[src/hw/rtl/tve_pkg.sv]
// Shared types and constants of the template variable expander.
package tve_pkg;

  localparam int NAME_CW = 6;

  typedef enum logic [1:0] {
    KIND_LIT   = 2'd0,
    KIND_NAME  = 2'd1,
    KIND_EMPTY = 2'd2,
    KIND_END   = 2'd3
  } kind_t;

  typedef struct packed {
    logic [7:0] text_byte;
    logic       first_byte;
    logic       final_byte;
  } in_t;

  typedef struct packed {
    kind_t      kind;
    logic [7:0] out_byte;
    logic       name_end;
    logic       name_truncated;
    logic       run_last;
  } out_t;

  // Result plan of one input item, in output order: A, B, name run, C, end marker.
  typedef struct packed {
    logic               lit_a_en;
    logic [7:0]         lit_a;
    logic               lit_b_en;
    logic [7:0]         lit_b;
    logic               run_en;
    logic               run_name;
    logic [NAME_CW-1:0] run_cnt;
    logic               run_ovf;
    logic               lit_c_en;
    logic [7:0]         lit_c;
    logic               end_en;
  } plan_t;

endpackage

[src/hw/rtl/template_variable_expand_top.sv]
// Top level of the template variable expander.
//
//   channel | ports                           | payload
//   --------+---------------------------------+----------------------------------
//   input   | in_valid, in_stall, in_data     | text_byte, first_byte, final_byte
//   output  | out_valid, out_stall, out_data  | kind, out_byte, name_end,
//           |                                 | name_truncated, run_last
//
// Each result of an item leaves the output register one per cycle while out_stall is low;
// in_stall is high while results beyond the last one are still to go. Name runs are
// replayed from the name store at one byte per cycle, likewise while out_stall is low,
// through its registered read port.
// Reset (rst_n low, synchronous) returns to normal text outside a phrase, empty name.
// out_stall holds the output register and, behind it, the sequencer.
module template_variable_expand_top #(
  parameter int MAX_NAME = 32
) (
  input  logic          clk,
  input  logic          rst_n,
  input  logic          in_valid,
  output logic          in_stall,
  input  tve_pkg::in_t  in_data,
  output logic          out_valid,
  input  logic          out_stall,
  output tve_pkg::out_t out_data
);

  localparam int AW = (MAX_NAME > 1) ? $clog2(MAX_NAME) : 1;

  tve_pkg::plan_t plan;
  logic           accept;
  logic           mem_we;
  logic [AW-1:0]  mem_waddr, mem_raddr;
  logic [7:0]     mem_wdata, mem_rdata;

  assign accept = in_valid && !in_stall;

  tve_scan #(
    .MAX_NAME (MAX_NAME),
    .AW       (AW)
  ) u_scan (
    .clk       (clk),
    .rst_n     (rst_n),
    .accept    (accept),
    .in_data   (in_data),
    .plan      (plan),
    .mem_we    (mem_we),
    .mem_waddr (mem_waddr),
    .mem_wdata (mem_wdata)
  );

  tve_name_mem #(
    .DEPTH (MAX_NAME),
    .AW    (AW)
  ) u_name_mem (
    .clk   (clk),
    .we    (mem_we),
    .waddr (mem_waddr),
    .wdata (mem_wdata),
    .raddr (mem_raddr),
    .rdata (mem_rdata)
  );

  tve_emit #(
    .AW (AW)
  ) u_emit (
    .clk       (clk),
    .rst_n     (rst_n),
    .accept    (accept),
    .plan      (plan),
    .rd_data   (mem_rdata),
    .rd_addr   (mem_raddr),
    .in_stall  (in_stall),
    .out_valid (out_valid),
    .out_stall (out_stall),
    .out_data  (out_data)
  );

endmodule

[src/hw/rtl/tve_name_mem.sv]
// Name byte store: one write port, one registered read port with write forwarding.
module tve_name_mem #(
  parameter int DEPTH = 32,
  parameter int AW    = 5
) (
  input  logic          clk,
  input  logic          we,
  input  logic [AW-1:0] waddr,
  input  logic [7:0]    wdata,
  input  logic [AW-1:0] raddr,
  output logic [7:0]    rdata
);

  logic [7:0] mem [DEPTH];
  logic [7:0] rdata_r;

  always_ff @(posedge clk) begin
    if (we) begin
      mem[waddr] <= wdata;
    end
  end

  // a byte pushed in the same cycle is seen by the read of that entry
  always_ff @(posedge clk) begin
    if (we && (waddr == raddr)) begin
      rdata_r <= wdata;
    end else begin
      rdata_r <= mem[raddr];
    end
  end

  assign rdata = rdata_r;

endmodule

[src/hw/rtl/tve_scan.sv]
// Phrase scanner: scan state, name count and the result plan of each item.
module tve_scan #(
  parameter int MAX_NAME = 32,
  parameter int AW       = 5
) (
  input  logic           clk,
  input  logic           rst_n,
  input  logic           accept,
  input  tve_pkg::in_t   in_data,
  output tve_pkg::plan_t plan,
  output logic           mem_we,
  output logic [AW-1:0]  mem_waddr,
  output logic [7:0]     mem_wdata
);

  localparam logic [7:0] CH_HASH   = 8'h23;
  localparam logic [7:0] CH_DOLLAR = 8'h24;
  localparam logic [7:0] CH_LBRACE = 8'h7B;
  localparam logic [7:0] CH_RBRACE = 8'h7D;
  localparam logic [7:0] CH_UNDER  = 8'h5F;
  localparam logic [tve_pkg::NAME_CW-1:0] LIMIT = tve_pkg::NAME_CW'(MAX_NAME);

  typedef enum logic [1:0] {
    ST_NORMAL,
    ST_START,
    ST_BRACED,
    ST_VAR
  } scan_st_t;

  function automatic logic is_alpha(input logic [7:0] ch);
    return ch inside {[8'h61:8'h7A], [8'h41:8'h5A], CH_UNDER};
  endfunction

  function automatic logic is_name_char(input logic [7:0] ch);
    return is_alpha(ch) || (ch inside {[8'h30:8'h39]});
  endfunction

  scan_st_t                    st_r, st_nxt;
  logic                        dyn_r, dyn_nxt;
  logic [tve_pkg::NAME_CW-1:0] cnt_r, cnt_nxt, cnt_base;
  logic                        ovf_r, ovf_nxt, ovf_base;
  logic                        do_clear, do_push, push_wr;
  logic [7:0]                  c;

  assign c = in_data.text_byte;

  always_comb begin
    plan     = '0;
    st_nxt   = st_r;
    dyn_nxt  = dyn_r;
    do_clear = 1'b0;
    do_push  = 1'b0;
    push_wr  = 1'b0;

    if (in_data.first_byte) begin
      st_nxt   = ST_NORMAL;
      do_clear = 1'b1;
      dyn_nxt  = (c == CH_HASH);
      if (c != CH_HASH) begin
        plan.lit_a_en = 1'b1;
        plan.lit_a    = c;
      end
    end else if (dyn_r) begin
      case (st_r)
        ST_NORMAL: begin
          if (c == CH_DOLLAR) begin
            st_nxt = ST_START;
          end else begin
            plan.lit_a_en = 1'b1;
            plan.lit_a    = c;
          end
        end
        ST_START: begin
          if (c == CH_LBRACE) begin
            do_clear = 1'b1;
            st_nxt   = ST_BRACED;
          end else if (c == CH_DOLLAR) begin
            plan.lit_a_en = 1'b1;
            plan.lit_a    = CH_DOLLAR;
            st_nxt        = ST_NORMAL;
          end else if (is_alpha(c)) begin
            do_clear = 1'b1;
            do_push  = 1'b1;
            st_nxt   = ST_VAR;
          end else begin
            plan.lit_a_en = 1'b1;
            plan.lit_a    = CH_DOLLAR;
            plan.lit_b_en = 1'b1;
            plan.lit_b    = c;
            st_nxt        = ST_NORMAL;
          end
        end
        ST_BRACED: begin
          if (c == CH_RBRACE) begin
            plan.run_en   = 1'b1;
            plan.run_name = 1'b1;
            st_nxt        = ST_NORMAL;
          end else begin
            do_push = 1'b1;
          end
        end
        ST_VAR: begin
          if (is_name_char(c)) begin
            do_push = 1'b1;
          end else begin
            plan.run_en   = 1'b1;
            plan.run_name = 1'b1;
            if (c == CH_DOLLAR) begin
              st_nxt = ST_START;
            end else begin
              st_nxt        = ST_NORMAL;
              plan.lit_c_en = 1'b1;
              plan.lit_c    = c;
            end
          end
        end
        default: begin
          st_nxt = ST_NORMAL;
        end
      endcase
    end else begin
      plan.lit_a_en = 1'b1;
      plan.lit_a    = c;
    end

    cnt_base = do_clear ? '0 : cnt_r;
    ovf_base = do_clear ? 1'b0 : ovf_r;
    cnt_nxt  = cnt_base;
    ovf_nxt  = ovf_base;
    if (do_push) begin
      if (cnt_base < LIMIT) begin
        push_wr = 1'b1;
        cnt_nxt = cnt_base + tve_pkg::NAME_CW'(1);
      end else begin
        ovf_nxt = 1'b1;
      end
    end
    plan.run_cnt = cnt_nxt;
    plan.run_ovf = ovf_nxt;

    // phrase end: flush what is pending, then the end marker
    if (in_data.final_byte) begin
      if (dyn_nxt) begin
        case (st_nxt)
          ST_START: begin
            if (plan.run_en) begin
              plan.lit_c_en = 1'b1;
              plan.lit_c    = CH_DOLLAR;
            end else begin
              plan.lit_a_en = 1'b1;
              plan.lit_a    = CH_DOLLAR;
            end
          end
          ST_BRACED: begin
            plan.lit_a_en = 1'b1;
            plan.lit_a    = CH_DOLLAR;
            plan.lit_b_en = 1'b1;
            plan.lit_b    = CH_LBRACE;
            plan.run_en   = (cnt_nxt != '0);
            plan.run_name = 1'b0;
          end
          ST_VAR: begin
            plan.run_en   = 1'b1;
            plan.run_name = 1'b1;
          end
          default: begin
          end
        endcase
      end
      plan.end_en = 1'b1;
      st_nxt      = ST_NORMAL;
      dyn_nxt     = 1'b0;
      cnt_nxt     = '0;
      ovf_nxt     = 1'b0;
    end
  end

  assign mem_we    = accept && push_wr;
  assign mem_waddr = cnt_base[AW-1:0];
  assign mem_wdata = c;

  always_ff @(posedge clk) begin
    if (!rst_n) begin
      st_r  <= ST_NORMAL;
      dyn_r <= 1'b0;
      cnt_r <= '0;
      ovf_r <= 1'b0;
    end else if (accept) begin
      st_r  <= st_nxt;
      dyn_r <= dyn_nxt;
      cnt_r <= cnt_nxt;
      ovf_r <= ovf_nxt;
    end
  end

`ifndef ASSERT_OFF
  a_cnt_bound: assert property (@(posedge clk) disable iff (!rst_n)
    cnt_r <= LIMIT)
    else $error("name count beyond limit");

  a_ovf_full: assert property (@(posedge clk) disable iff (!rst_n)
    ovf_r |-> (cnt_r == LIMIT))
    else $error("overflow flagged on a name that is not full");

  a_literal_idle: assert property (@(posedge clk) disable iff (!rst_n)
    !dyn_r |-> ((st_r == ST_NORMAL) && (cnt_r == '0) && !ovf_r))
    else $error("scan state pending outside a dynamic phrase");
`endif

endmodule

[src/hw/rtl/tve_emit.sv]
// Result sequencer: walks the plan of one item and drives the output register.
module tve_emit #(
  parameter int AW = 5
) (
  input  logic           clk,
  input  logic           rst_n,
  input  logic           accept,
  input  tve_pkg::plan_t plan,
  input  logic [7:0]     rd_data,
  output logic [AW-1:0]  rd_addr,
  output logic           in_stall,
  output logic           out_valid,
  input  logic           out_stall,
  output tve_pkg::out_t  out_data
);

  tve_pkg::plan_t plan_r, rem;
  tve_pkg::out_t  out_data_r, item;
  logic           busy_r, out_valid_r;
  logic [AW-1:0]  idx_r, idx_nxt;
  logic           advance, emit, last, step_idx, at_end;

  assign advance = !out_valid_r || !out_stall;
  assign emit    = busy_r && advance;

  always_comb begin
    item     = '0;
    rem      = plan_r;
    step_idx = 1'b0;
    at_end   = ((tve_pkg::NAME_CW'(idx_r) + tve_pkg::NAME_CW'(1)) == plan_r.run_cnt);
    if (plan_r.lit_a_en) begin
      item.kind     = tve_pkg::KIND_LIT;
      item.out_byte = plan_r.lit_a;
      rem.lit_a_en  = 1'b0;
    end else if (plan_r.lit_b_en) begin
      item.kind     = tve_pkg::KIND_LIT;
      item.out_byte = plan_r.lit_b;
      rem.lit_b_en  = 1'b0;
    end else if (plan_r.run_en) begin
      if (plan_r.run_cnt == '0) begin
        item.kind     = tve_pkg::KIND_EMPTY;
        item.name_end = 1'b1;
        rem.run_en    = 1'b0;
      end else begin
        item.kind           = plan_r.run_name ? tve_pkg::KIND_NAME : tve_pkg::KIND_LIT;
        item.out_byte       = rd_data;
        item.name_end       = plan_r.run_name && at_end;
        item.name_truncated = plan_r.run_name && at_end && plan_r.run_ovf;
        if (at_end) begin
          rem.run_en = 1'b0;
        end else begin
          step_idx = 1'b1;
        end
      end
    end else if (plan_r.lit_c_en) begin
      item.kind     = tve_pkg::KIND_LIT;
      item.out_byte = plan_r.lit_c;
      rem.lit_c_en  = 1'b0;
    end else begin
      item.kind  = tve_pkg::KIND_END;
      rem.end_en = 1'b0;
    end
    last          = !(rem.lit_a_en || rem.lit_b_en || rem.run_en || rem.lit_c_en || rem.end_en);
    item.run_last = last;
  end

  // a new item is taken in the cycle the previous plan hands out its last result
  assign in_stall = busy_r && !(emit && last);

  always_comb begin
    if (accept) begin
      idx_nxt = '0;
    end else if (emit && step_idx) begin
      idx_nxt = idx_r + AW'(1);
    end else begin
      idx_nxt = idx_r;
    end
  end

  // read one entry ahead so rd_data always matches idx_r
  assign rd_addr = idx_nxt;

  always_ff @(posedge clk) begin
    if (!rst_n) begin
      busy_r      <= 1'b0;
      out_valid_r <= 1'b0;
    end else begin
      if (accept) begin
        busy_r <= plan.lit_a_en || plan.lit_b_en || plan.run_en || plan.lit_c_en
                  || plan.end_en;
      end else if (emit && last) begin
        busy_r <= 1'b0;
      end
      if (emit) begin
        out_valid_r <= 1'b1;
      end else if (!out_stall) begin
        out_valid_r <= 1'b0;
      end
    end
  end

  always_ff @(posedge clk) begin
    idx_r <= idx_nxt;
    if (accept) begin
      plan_r <= plan;
    end else if (emit) begin
      plan_r <= rem;
    end
    if (emit) begin
      out_data_r <= item;
    end
  end

  assign out_valid = out_valid_r;
  assign out_data  = out_data_r;

`ifndef ASSERT_OFF
  a_idx_bound: assert property (@(posedge clk) disable iff (!rst_n)
    (busy_r && plan_r.run_en && (plan_r.run_cnt != '0))
      |-> (tve_pkg::NAME_CW'(idx_r) < plan_r.run_cnt))
    else $error("name run index past stored count");

  a_end_last: assert property (@(posedge clk) disable iff (!rst_n)
    (out_valid_r && (out_data_r.kind == tve_pkg::KIND_END)) |-> out_data_r.run_last)
    else $error("end marker is not the last result of its item");

  a_trunc_on_end: assert property (@(posedge clk) disable iff (!rst_n)
    (out_valid_r && out_data_r.name_truncated) |-> out_data_r.name_end)
    else $error("truncation flag away from name end");
`endif

endmodule
[config.mk]
export PLATFORM = sky130hd
export DESIGN_NAME = template_variable_expand_top
export DESIGN_NICKNAME = d
export VERILOG_FILES = /design/src/hw/rtl/tve_pkg.sv /design/src/hw/rtl/template_variable_expand_top.sv /design/src/hw/rtl/tve_name_mem.sv /design/src/hw/rtl/tve_scan.sv /design/src/hw/rtl/tve_emit.sv
export SDC_FILE = /design/constraint.sdc
export NUM_CORES = 1
export LEC_CHECK = 0
export ABC_AREA = 1
export BUFFER_PORTS_ARGS = -buffer_cell sky130_fd_sc_hd__buf_2
export CAP_MARGIN = 0
export CORE_MARGIN = 2
export CORE_UTILIZATION = 62
export DETAILED_ROUTE_END_ITERATION = 7
export PLACE_DENSITY = 0.79
export SETUP_SLACK_MARGIN = 0.2
export SKIP_LAST_GASP = 1
export SYNTH_ARGS = -nofsm -noshare
export SYNTH_HDL_FRONTEND = slang
export SYNTH_SLANG_ARGS = --single-unit
[constraint.sdc]
create_clock -name clk -period 3.4 [get_ports clk]
set_input_delay 0 -clock clk [delete_from_list [all_inputs] [get_ports clk]]
set_output_delay 0 -clock clk [all_outputs]
set_load 0.01 [all_outputs]
## Word-level counts from Yosys, hierarchy flattened

Memories as Yosys holds them, arrays and structs flattened. A register that Yosys moved wholly into a read port is not among the register bits.
Cells that the tools add are included.

| storage, ports and cells | value |
|---|---|
| register bits | 67 |
| RAM bits | 256 |
| bits of input ports | 14 |
| output and inout port bits | 15 |
| word-level logic and storage cells | 181 |
| memories | 1 |

Memories:

| name | words | bits a word | rd ports | clocked after Yosys merged registers in | wr ports | line | source |
|---|---|---|---|---|---|---|---|
| u_name_mem.mem | 32 | 8 | 1 | 1 | 1 | tve_name_mem.sv:14 | `logic [7:0] mem [DEPTH];` |

| operators by class | value |
|---|---|
| add/subtract/negate cells | 3 |
| $lt $le $gt $ge | 7 |
| equal/unequal tests | 14 |
| multiplexer cells | 98 |
| bitwise gates (word level) | 1 |
| reductions and logical operators | 34 |

Operators with widths:

| operator | count |
|---|---|
| 9-bit two-way mux | 16 |
| 37-bit two-way mux | 2 |
| 1-bit two-way mux | 43 |
| 20-bit two-way mux | 2 |
| 18-bit two-way mux | 2 |
| 9-bit one-hot mux with 2 select lines | 2 |
| 8-bit two-way mux | 4 |
| 2-bit two-way mux | 13 |
| 8-bit by 7-bit equality test with 1-bit output, second input constant | 3 |
| 6-bit two-way mux | 4 |
| 11-bit two-way mux | 2 |
| 10-bit two-way mux | 2 |
| 8-bit by 6-bit equality test with 1-bit output, second input constant | 2 |
| 8-bit by 7-bit greater-or-equal comparator with 1-bit output, second input constant | 2 |
| 8-bit by 7-bit <= comparator with 1-bit output, second input constant | 2 |
| 1-bit logical AND | 11 |
| 5-bit two-way mux | 2 |
| 1-bit logical OR | 9 |
| 2-bit equality test, second input constant | 4 |
| 8-bit by 6-bit greater-or-equal comparator with 1-bit output, second input constant | 1 |
| 8-bit by 6-bit <= comparator with 1-bit output, second input constant | 1 |
| 8-bit by 6-bit != test with 1-bit output, second input constant | 1 |
| 2-bit one-hot mux with 2 select lines | 2 |
| 2-bit one-hot mux with 4 select lines | 1 |
| other kinds (18) | 24 |

## Depth between registers and ports, before layout

| depth | value |
|---|---|
| word-level depth | 22 |
| gate-level depth with buffers | 23 |
| mapped depth without buffers | 23 |

## Modules after synthesis

From an unflattened synthesis, not the netlist that was laid out.

| second synthesis, totals | value |
|---|---|
| cell total of the unflattened synthesis | 1483 |
| area, all modules | 14884.3 µm² |

Modules (own cells, without submodules):

| module | times used | cells each | area an instance (µm²) | seq. area each (µm²) |
|---|---|---|---|---|
| tve_name_mem | 1 | 919 | 10726.5 | 7787.5 |
| tve_emit | 1 | 296 | 2675.1 | 1641.6 |
| tve_scan | 1 | 266 | 1472.7 | 200.2 |
| template_variable_expand_top | 1 | 2 | 10.0 | 0.0 |

## Least setup slack after synthesis

Ideal clock, no wire load.

| timing path | value |
|---|---|
| kind | reg-to-reg |
| start point | register u_emit.idx_r[0] |
| end point | memory u_name_mem.mem[12][0] (enable) |
| setup time | 0.370 ns |
| arrival | 2.271 ns |
| data required time | 3.030 ns |
| slack | 0.759 ns |
| stages on the path, launching flop included | 14 |
| buffers on the path | 0 |
| period minus slack after synthesis | 2.641 ns |
| path through | dfxtp_1 -> ha_1 -> nand3_1 -> xor2_2 -> nor2_1 -> nor2_1 -> nand3_2 -> a22oi_2 -> nand3_1 -> nand2_2 -> nand2_4 -> nor2_2 -> nand2_1 -> nor2_1 |

| between the ends | value |
|---|---|
| longest elaborated chain between the ends | 19 |

Ends and longest elaborated chain:

| item | line | source |
|---|---|---|
| from (decl) | tve_emit.sv:20 | `logic [AW-1:0] idx_r, idx_nxt;` |
| from (signal assigned) | tve_emit.sv:103 | `idx_r <= idx_nxt;` |
| 5-bit by 1-bit adder with 6-bit output | tve_emit.sv:30 | `at_end = ((tve_pkg::NAME_CW'(idx_r) + tve_pkg::NAME_CW'(1)) == plan_r.run_cnt);` |
| 6-bit equality test | tve_emit.sv:30 |  |
| 1-bit two-way mux | tve_emit.sv:49 | `if (at_end) begin` |
| 1-bit two-way mux | tve_emit.sv:40 | `if (plan_r.run_cnt == '0) begin` |
| 1-bit two-way mux | tve_emit.sv:39 | `end else if (plan_r.run_en) begin` |
| 1-bit two-way mux | tve_emit.sv:35 | `end else if (plan_r.lit_b_en) begin` |
| 1-bit two-way mux | tve_emit.sv:31 | `if (plan_r.lit_a_en) begin` |
| 1-bit logical OR (3 in series) | tve_emit.sv:63 | `last = !(rem.lit_a_en \|\| rem.lit_b_en \|\| rem.run_en \|\| rem.lit_c_en \|\| rem.end_en);` |
| 1-bit logical NOT | tve_emit.sv:63 |  |
| 1-bit logical AND | tve_emit.sv:68 | `assign in_stall = busy_r && !(emit && last);` |
| 1-bit logical NOT | tve_emit.sv:68 |  |
| 1-bit logical AND | tve_emit.sv:68 |  |
| 1-bit logical NOT | template_variable_expand_top.sv:36 | `assign accept = in_valid && !in_stall;` |
| 1-bit logical AND | template_variable_expand_top.sv:36 |  |
| 1-bit logical AND | tve_scan.sv:178 | `assign mem_we = accept && push_wr;` |
| 1-bit two-way mux | tve_name_mem.sv:18 | `if (we) begin` |
| 1-bit two-way mux (not written as such) | tve_name_mem.sv:19 | `mem[waddr] <= wdata;` |
| to (decl) | tve_name_mem.sv:14 |  |

Every way passes these cells.

## Worst setup path in the final report

| timing path | value |
|---|---|
| start point | register u_emit.plan_r[27] in the netlist's numbering |
| end point | memory u_name_mem.mem[20][1] (enable) |

| between the ends | value |
|---|---|
| longest elaborated chain between the ends | 14 |
| elaborated cells on any way between the ends | 19 |
| those cells by class | 9 x mux; 10 x reduce/logical |

Ends and longest elaborated chain:

| item | line | source |
|---|---|---|
| from (decl) | tve_emit.sv:17 | `tve_pkg::plan_t plan_r, rem;` |
| from (signal assigned) | tve_emit.sv:105 | `plan_r <= plan;` |
| from (signal assigned) | tve_emit.sv:107 | `plan_r <= rem;` |
| 1-bit two-way mux | tve_emit.sv:35 |  |
| 1-bit two-way mux | tve_emit.sv:31 |  |
| 1-bit logical OR (2 in series) | tve_emit.sv:63 |  |
| 1-bit logical OR (*) | tve_emit.sv:63 |  |
| 1-bit logical NOT (*) | tve_emit.sv:63 |  |
| 1-bit logical AND (*) | tve_emit.sv:68 |  |
| 1-bit logical NOT (*) | tve_emit.sv:68 |  |
| 1-bit logical AND (*) | tve_emit.sv:68 |  |
| 1-bit logical NOT (*) | template_variable_expand_top.sv:36 |  |
| 1-bit logical AND (*) | template_variable_expand_top.sv:36 |  |
| 1-bit logical AND (*) | tve_scan.sv:178 |  |
| 1-bit two-way mux (*) | tve_name_mem.sv:18 |  |
| 1-bit two-way mux (not written as such) (*) | tve_name_mem.sv:19 |  |

Mark *: on every way between the ends. The rest lies on a longest branch, timed or not.

==> metrics.txt <==
Via-to-Cell Ratio around 6.5; period utilisation layout 92.8%; total grt overflow 0; power per standard cell area 568 nW/µm²; Syn Nets 1149; Final Max Slew Viols 0; die area 23100 µm²; Max VDD drop between 0.3 and 0.4 mV; number of synthesized register bits 323; DP Wirelength 22600 µm; Via Count 9804; Antenna Violating Nets Remaining 0; mux contribution to synthesized area 0.157%; Primary FF master, synth edfxtp_1; # port buffers 28; met1 GRT Util between 40% and 50%; placed inst area 14300 µm²; Nets 1232; Post-Synth XOR/XNOR Area less than 1%; DR pass1 iterations 6; setup ws final 0.245 ns; met3 Usage GRT 4.99%; area share of the leading cell type in the synthesized netlist 67.7%; CP arrival 3.38 ns; total core area 21600 µm²; Synth area leader edfxtp_1; hold path depth 6; Die Span Y 152 µm; Layout fillers 1426; antenna diode count 0; FMAX roughly 320 MHz; Clock Root Buffer clkbuf_16; critical path required time approximately 3.6 ns; post-synthesis compound-gate area fraction 13.8%; number of flops mapped to enable cells by yosys slightly above 300; Lkg Pwr about 0.0055 µW; hold path endpoint u_scan.st_r[1]$_SDFFE_PN0P_; clk slew on worst S/H paths ~0.060 ns; Mean Syn Cell Area 12.0 µm²; flop-to-flop setup slack approximately 0.24 ns; largest net degree at the start of global routing 67; Setup CP Type register to register; Hold Path Origin in_data[1]; starting density of the core a little over three fifths; critical path fanouts, max 11; RSZ-0062 raised after global routing yes; Setup crit end kind register; post-synthesis simple-gate area fraction 10.8%; Critical R2R Capture u_name_mem.mem[20][1]$_DFFE_PP_; Netlist cell types 44; max-cap violation count 0; Worst Hold Class input port to register; Clk Latency, worst-skew pair ~0.52 ns; GRT Total Usage 30.6%; GRT busiest layer met2; Routed WL about 36000 µm; pre-CTS setup slack roughly 0.33 ns; fin crit period 3.16 ns; Die X ~150 µm; CTS tree yes; worst r2r src u_emit.plan_r[27]$_DFFE_PP_; # clock sinks 323; Adder-Cell Fraction of Synth Area 0.738%; fraction of registers with async set/reset 0%; area grow syn2layout 14.9%; outcome completed; share of cells above drive strength 1 14.4%; Final GP Congestion roughly 0.98; Inserted Clock Buffers 34; routed len/inst roughly 24 µm; synthesized cell area 13600 µm²; Max Buffers Root-to-Sink 3; initial drt markers 1512; Hold Vio Cnt, Final 0; yosys warns 0; worst-margin pin slew 0.762 ns; # DRC 0; TNS Setup 0 ns; Slew HR 49.2%; FP Rows 54; vias in the first global route 9409; top cells by area, synth edfxtp_1, a21oi_1, nand2_1; io pins 29; number of cells on the worst reg-to-reg path 12; Post-Syn Instances 1127; post-route clock skew 0.0179 ns; first-pass GRT wire length approximately 54000 µm; Worst Setup SP u_emit.plan_r[27]$_DFFE_PP_; combinational family with the most area after synthesis compound AO/OA/AOI/OAI gates; Critical Path Start Type register; Final Setup Violations 0; design area between 15000 and 20000 µm²; Seq/Total Area, Yosys a little over two thirds; initial antenna violation count 0; Max H-tree Level 2; met2 Use GR roughly half
==> placed cells by master (no fill, tap or decap), types with 5 or more instances in the layout <==
cell	netlist	layout
edfxtp_1	306	306
nand2_1	173	171
a21oi_1	169	169
nor2_1	83	81
inv_1	66	65
o221ai_1	64	64
buf_4	3	63
o21ai_0	64	61
nand3_1	51	51
clkbuf_16	0	37
buf_2	1	27
nor3_1	19	17
dfxtp_1	17	14
dlygate4sd3_1	0	10
nor2_2	6	8
ha_1	8	7
clkinv_2	0	7
nand4_1	6	6
o21ai_1	2	5
==> cell usage after synthesis (3+ instances only) <==
library cell	number
nand3_1	51
a21oi_1	169
a31oi_1	3
dfxtp_1	17
nand4_1	6
buf_4	3
xor2_1	4
o221ai_1	64
o21ai_0	64
a22oi_1	3
nor4_1	4
nand2_1	173
buf_1	5
nor2_2	6
edfxtp_1	306
inv_1	66
nor2_1	83
nor3_1	19
clkbuf_1	43
buf_6	3
ha_1	8
==> kinds of logic (layout without fill, tap and decap cells) <==
family                   Yosys count  in the layout
AND/OR/NAND/NOR                  349            349
flip-flops                       323            323
AO/OA/AOI/OAI                    314            314
buffers and inverters            124            230
adder cells (fa/ha/maj)            8              8
XOR/XNOR                           7              7
multiplexers                       2              2
==> where the power goes <==
part | internal (µW) | switching [µW] | total, µW
Clock | 2300 | 1480 | 3780
Sequential | 4430 | 31.5 | 4460
Combinational | 167 | 454 | 621
Total | 6900 | 1970 | 8870
==> sequential cells by signal, indices dropped and copies added (netlist names) <==
name              flops
u_name_mem.mem      256
u_scan.dyn_r          1
u_scan.cnt_r          6
u_scan.st_r           2
u_emit.plan_r        37
u_scan.ovf_r          1
u_emit.busy_r         1
u_emit.out_valid      1
u_emit.out_data      13
u_emit.idx_r          5
==> through the flow <==
stage	hold slack [ns]	instances	total power [µW]	utilization (%)
CTS	0.00435	1512	8870	72.0
global route	0.0360	1513	9080	72.1
finish	0.0277	1513	8870	72.1
detailed placement	0.320	1443	5140	66.2
global placement	0.332	1443	5120	66.2
floorplan	0.0989	1127	4890	-
==> worst max path at each step <==
stage                                                  to  slack [ns]  depth (start not counted)
after CTS                 u_name_mem.mem[20][1]$_DFFE_PP_        0.29                         13
after global placement    u_name_mem.mem[16][2]$_DFFE_PP_        0.44                         13
final                     u_name_mem.mem[20][1]$_DFFE_PP_        0.24                         12
after global routing      u_name_mem.mem[20][1]$_DFFE_PP_        0.08                         14
after detailed placement   u_name_mem.mem[4][1]$_DFFE_PP_        0.33                         13
after floorplan           u_name_mem.mem[12][0]$_DFFE_PP_        0.76                         13
==> cell type report <==
cell class	instances	area (µm²)	share of cell area, %
Sequential cell	323	9530	61.1
Multi-Input combinational cell	680	3560	22.9
Clock buffer	42	955	6.12
Timing Repair Buffer	102	739	4.74
Tap cell	280	350	2.25
Inverter	69	262	1.68
Clock inverter	17	191	1.23
==> layer usage <==
| metal | part of all wire (%) | routed length [µm] |
|---|---|---|
| met5 | 0 | 0 |
| met4 | 4.5 | 1600 |
| met3 | 10 | 3610 |
| met2 | 47 | 16700 |
| met1 | 39 | 13800 |
==> critical path: stages, from the launching register on <==
cell	delay, ns
edfxtp_1	0.55
nor2_1	0.25
nand3_1	0.23
nand2_1	0.16
inv_1	0.08
nor3_1	0.20
nand3_1	0.13
nand2_2	0.12
nand2_4	0.05
nor2_2	0.15
nand2_1	0.45
nor2_1	0.29
buf_4	0.21
==> repair_timing <==
item / 4_1_cts / 5_1_grt
setup buffers: 0 / 1
setup endpoints to repair: 0 / 215
gates resized for setup: 0 / 14
hold buffers: 10 / 0
endpoints found under the hold margin: 31 / 0
No activity file was read; power rests on OpenSTA's default activity.
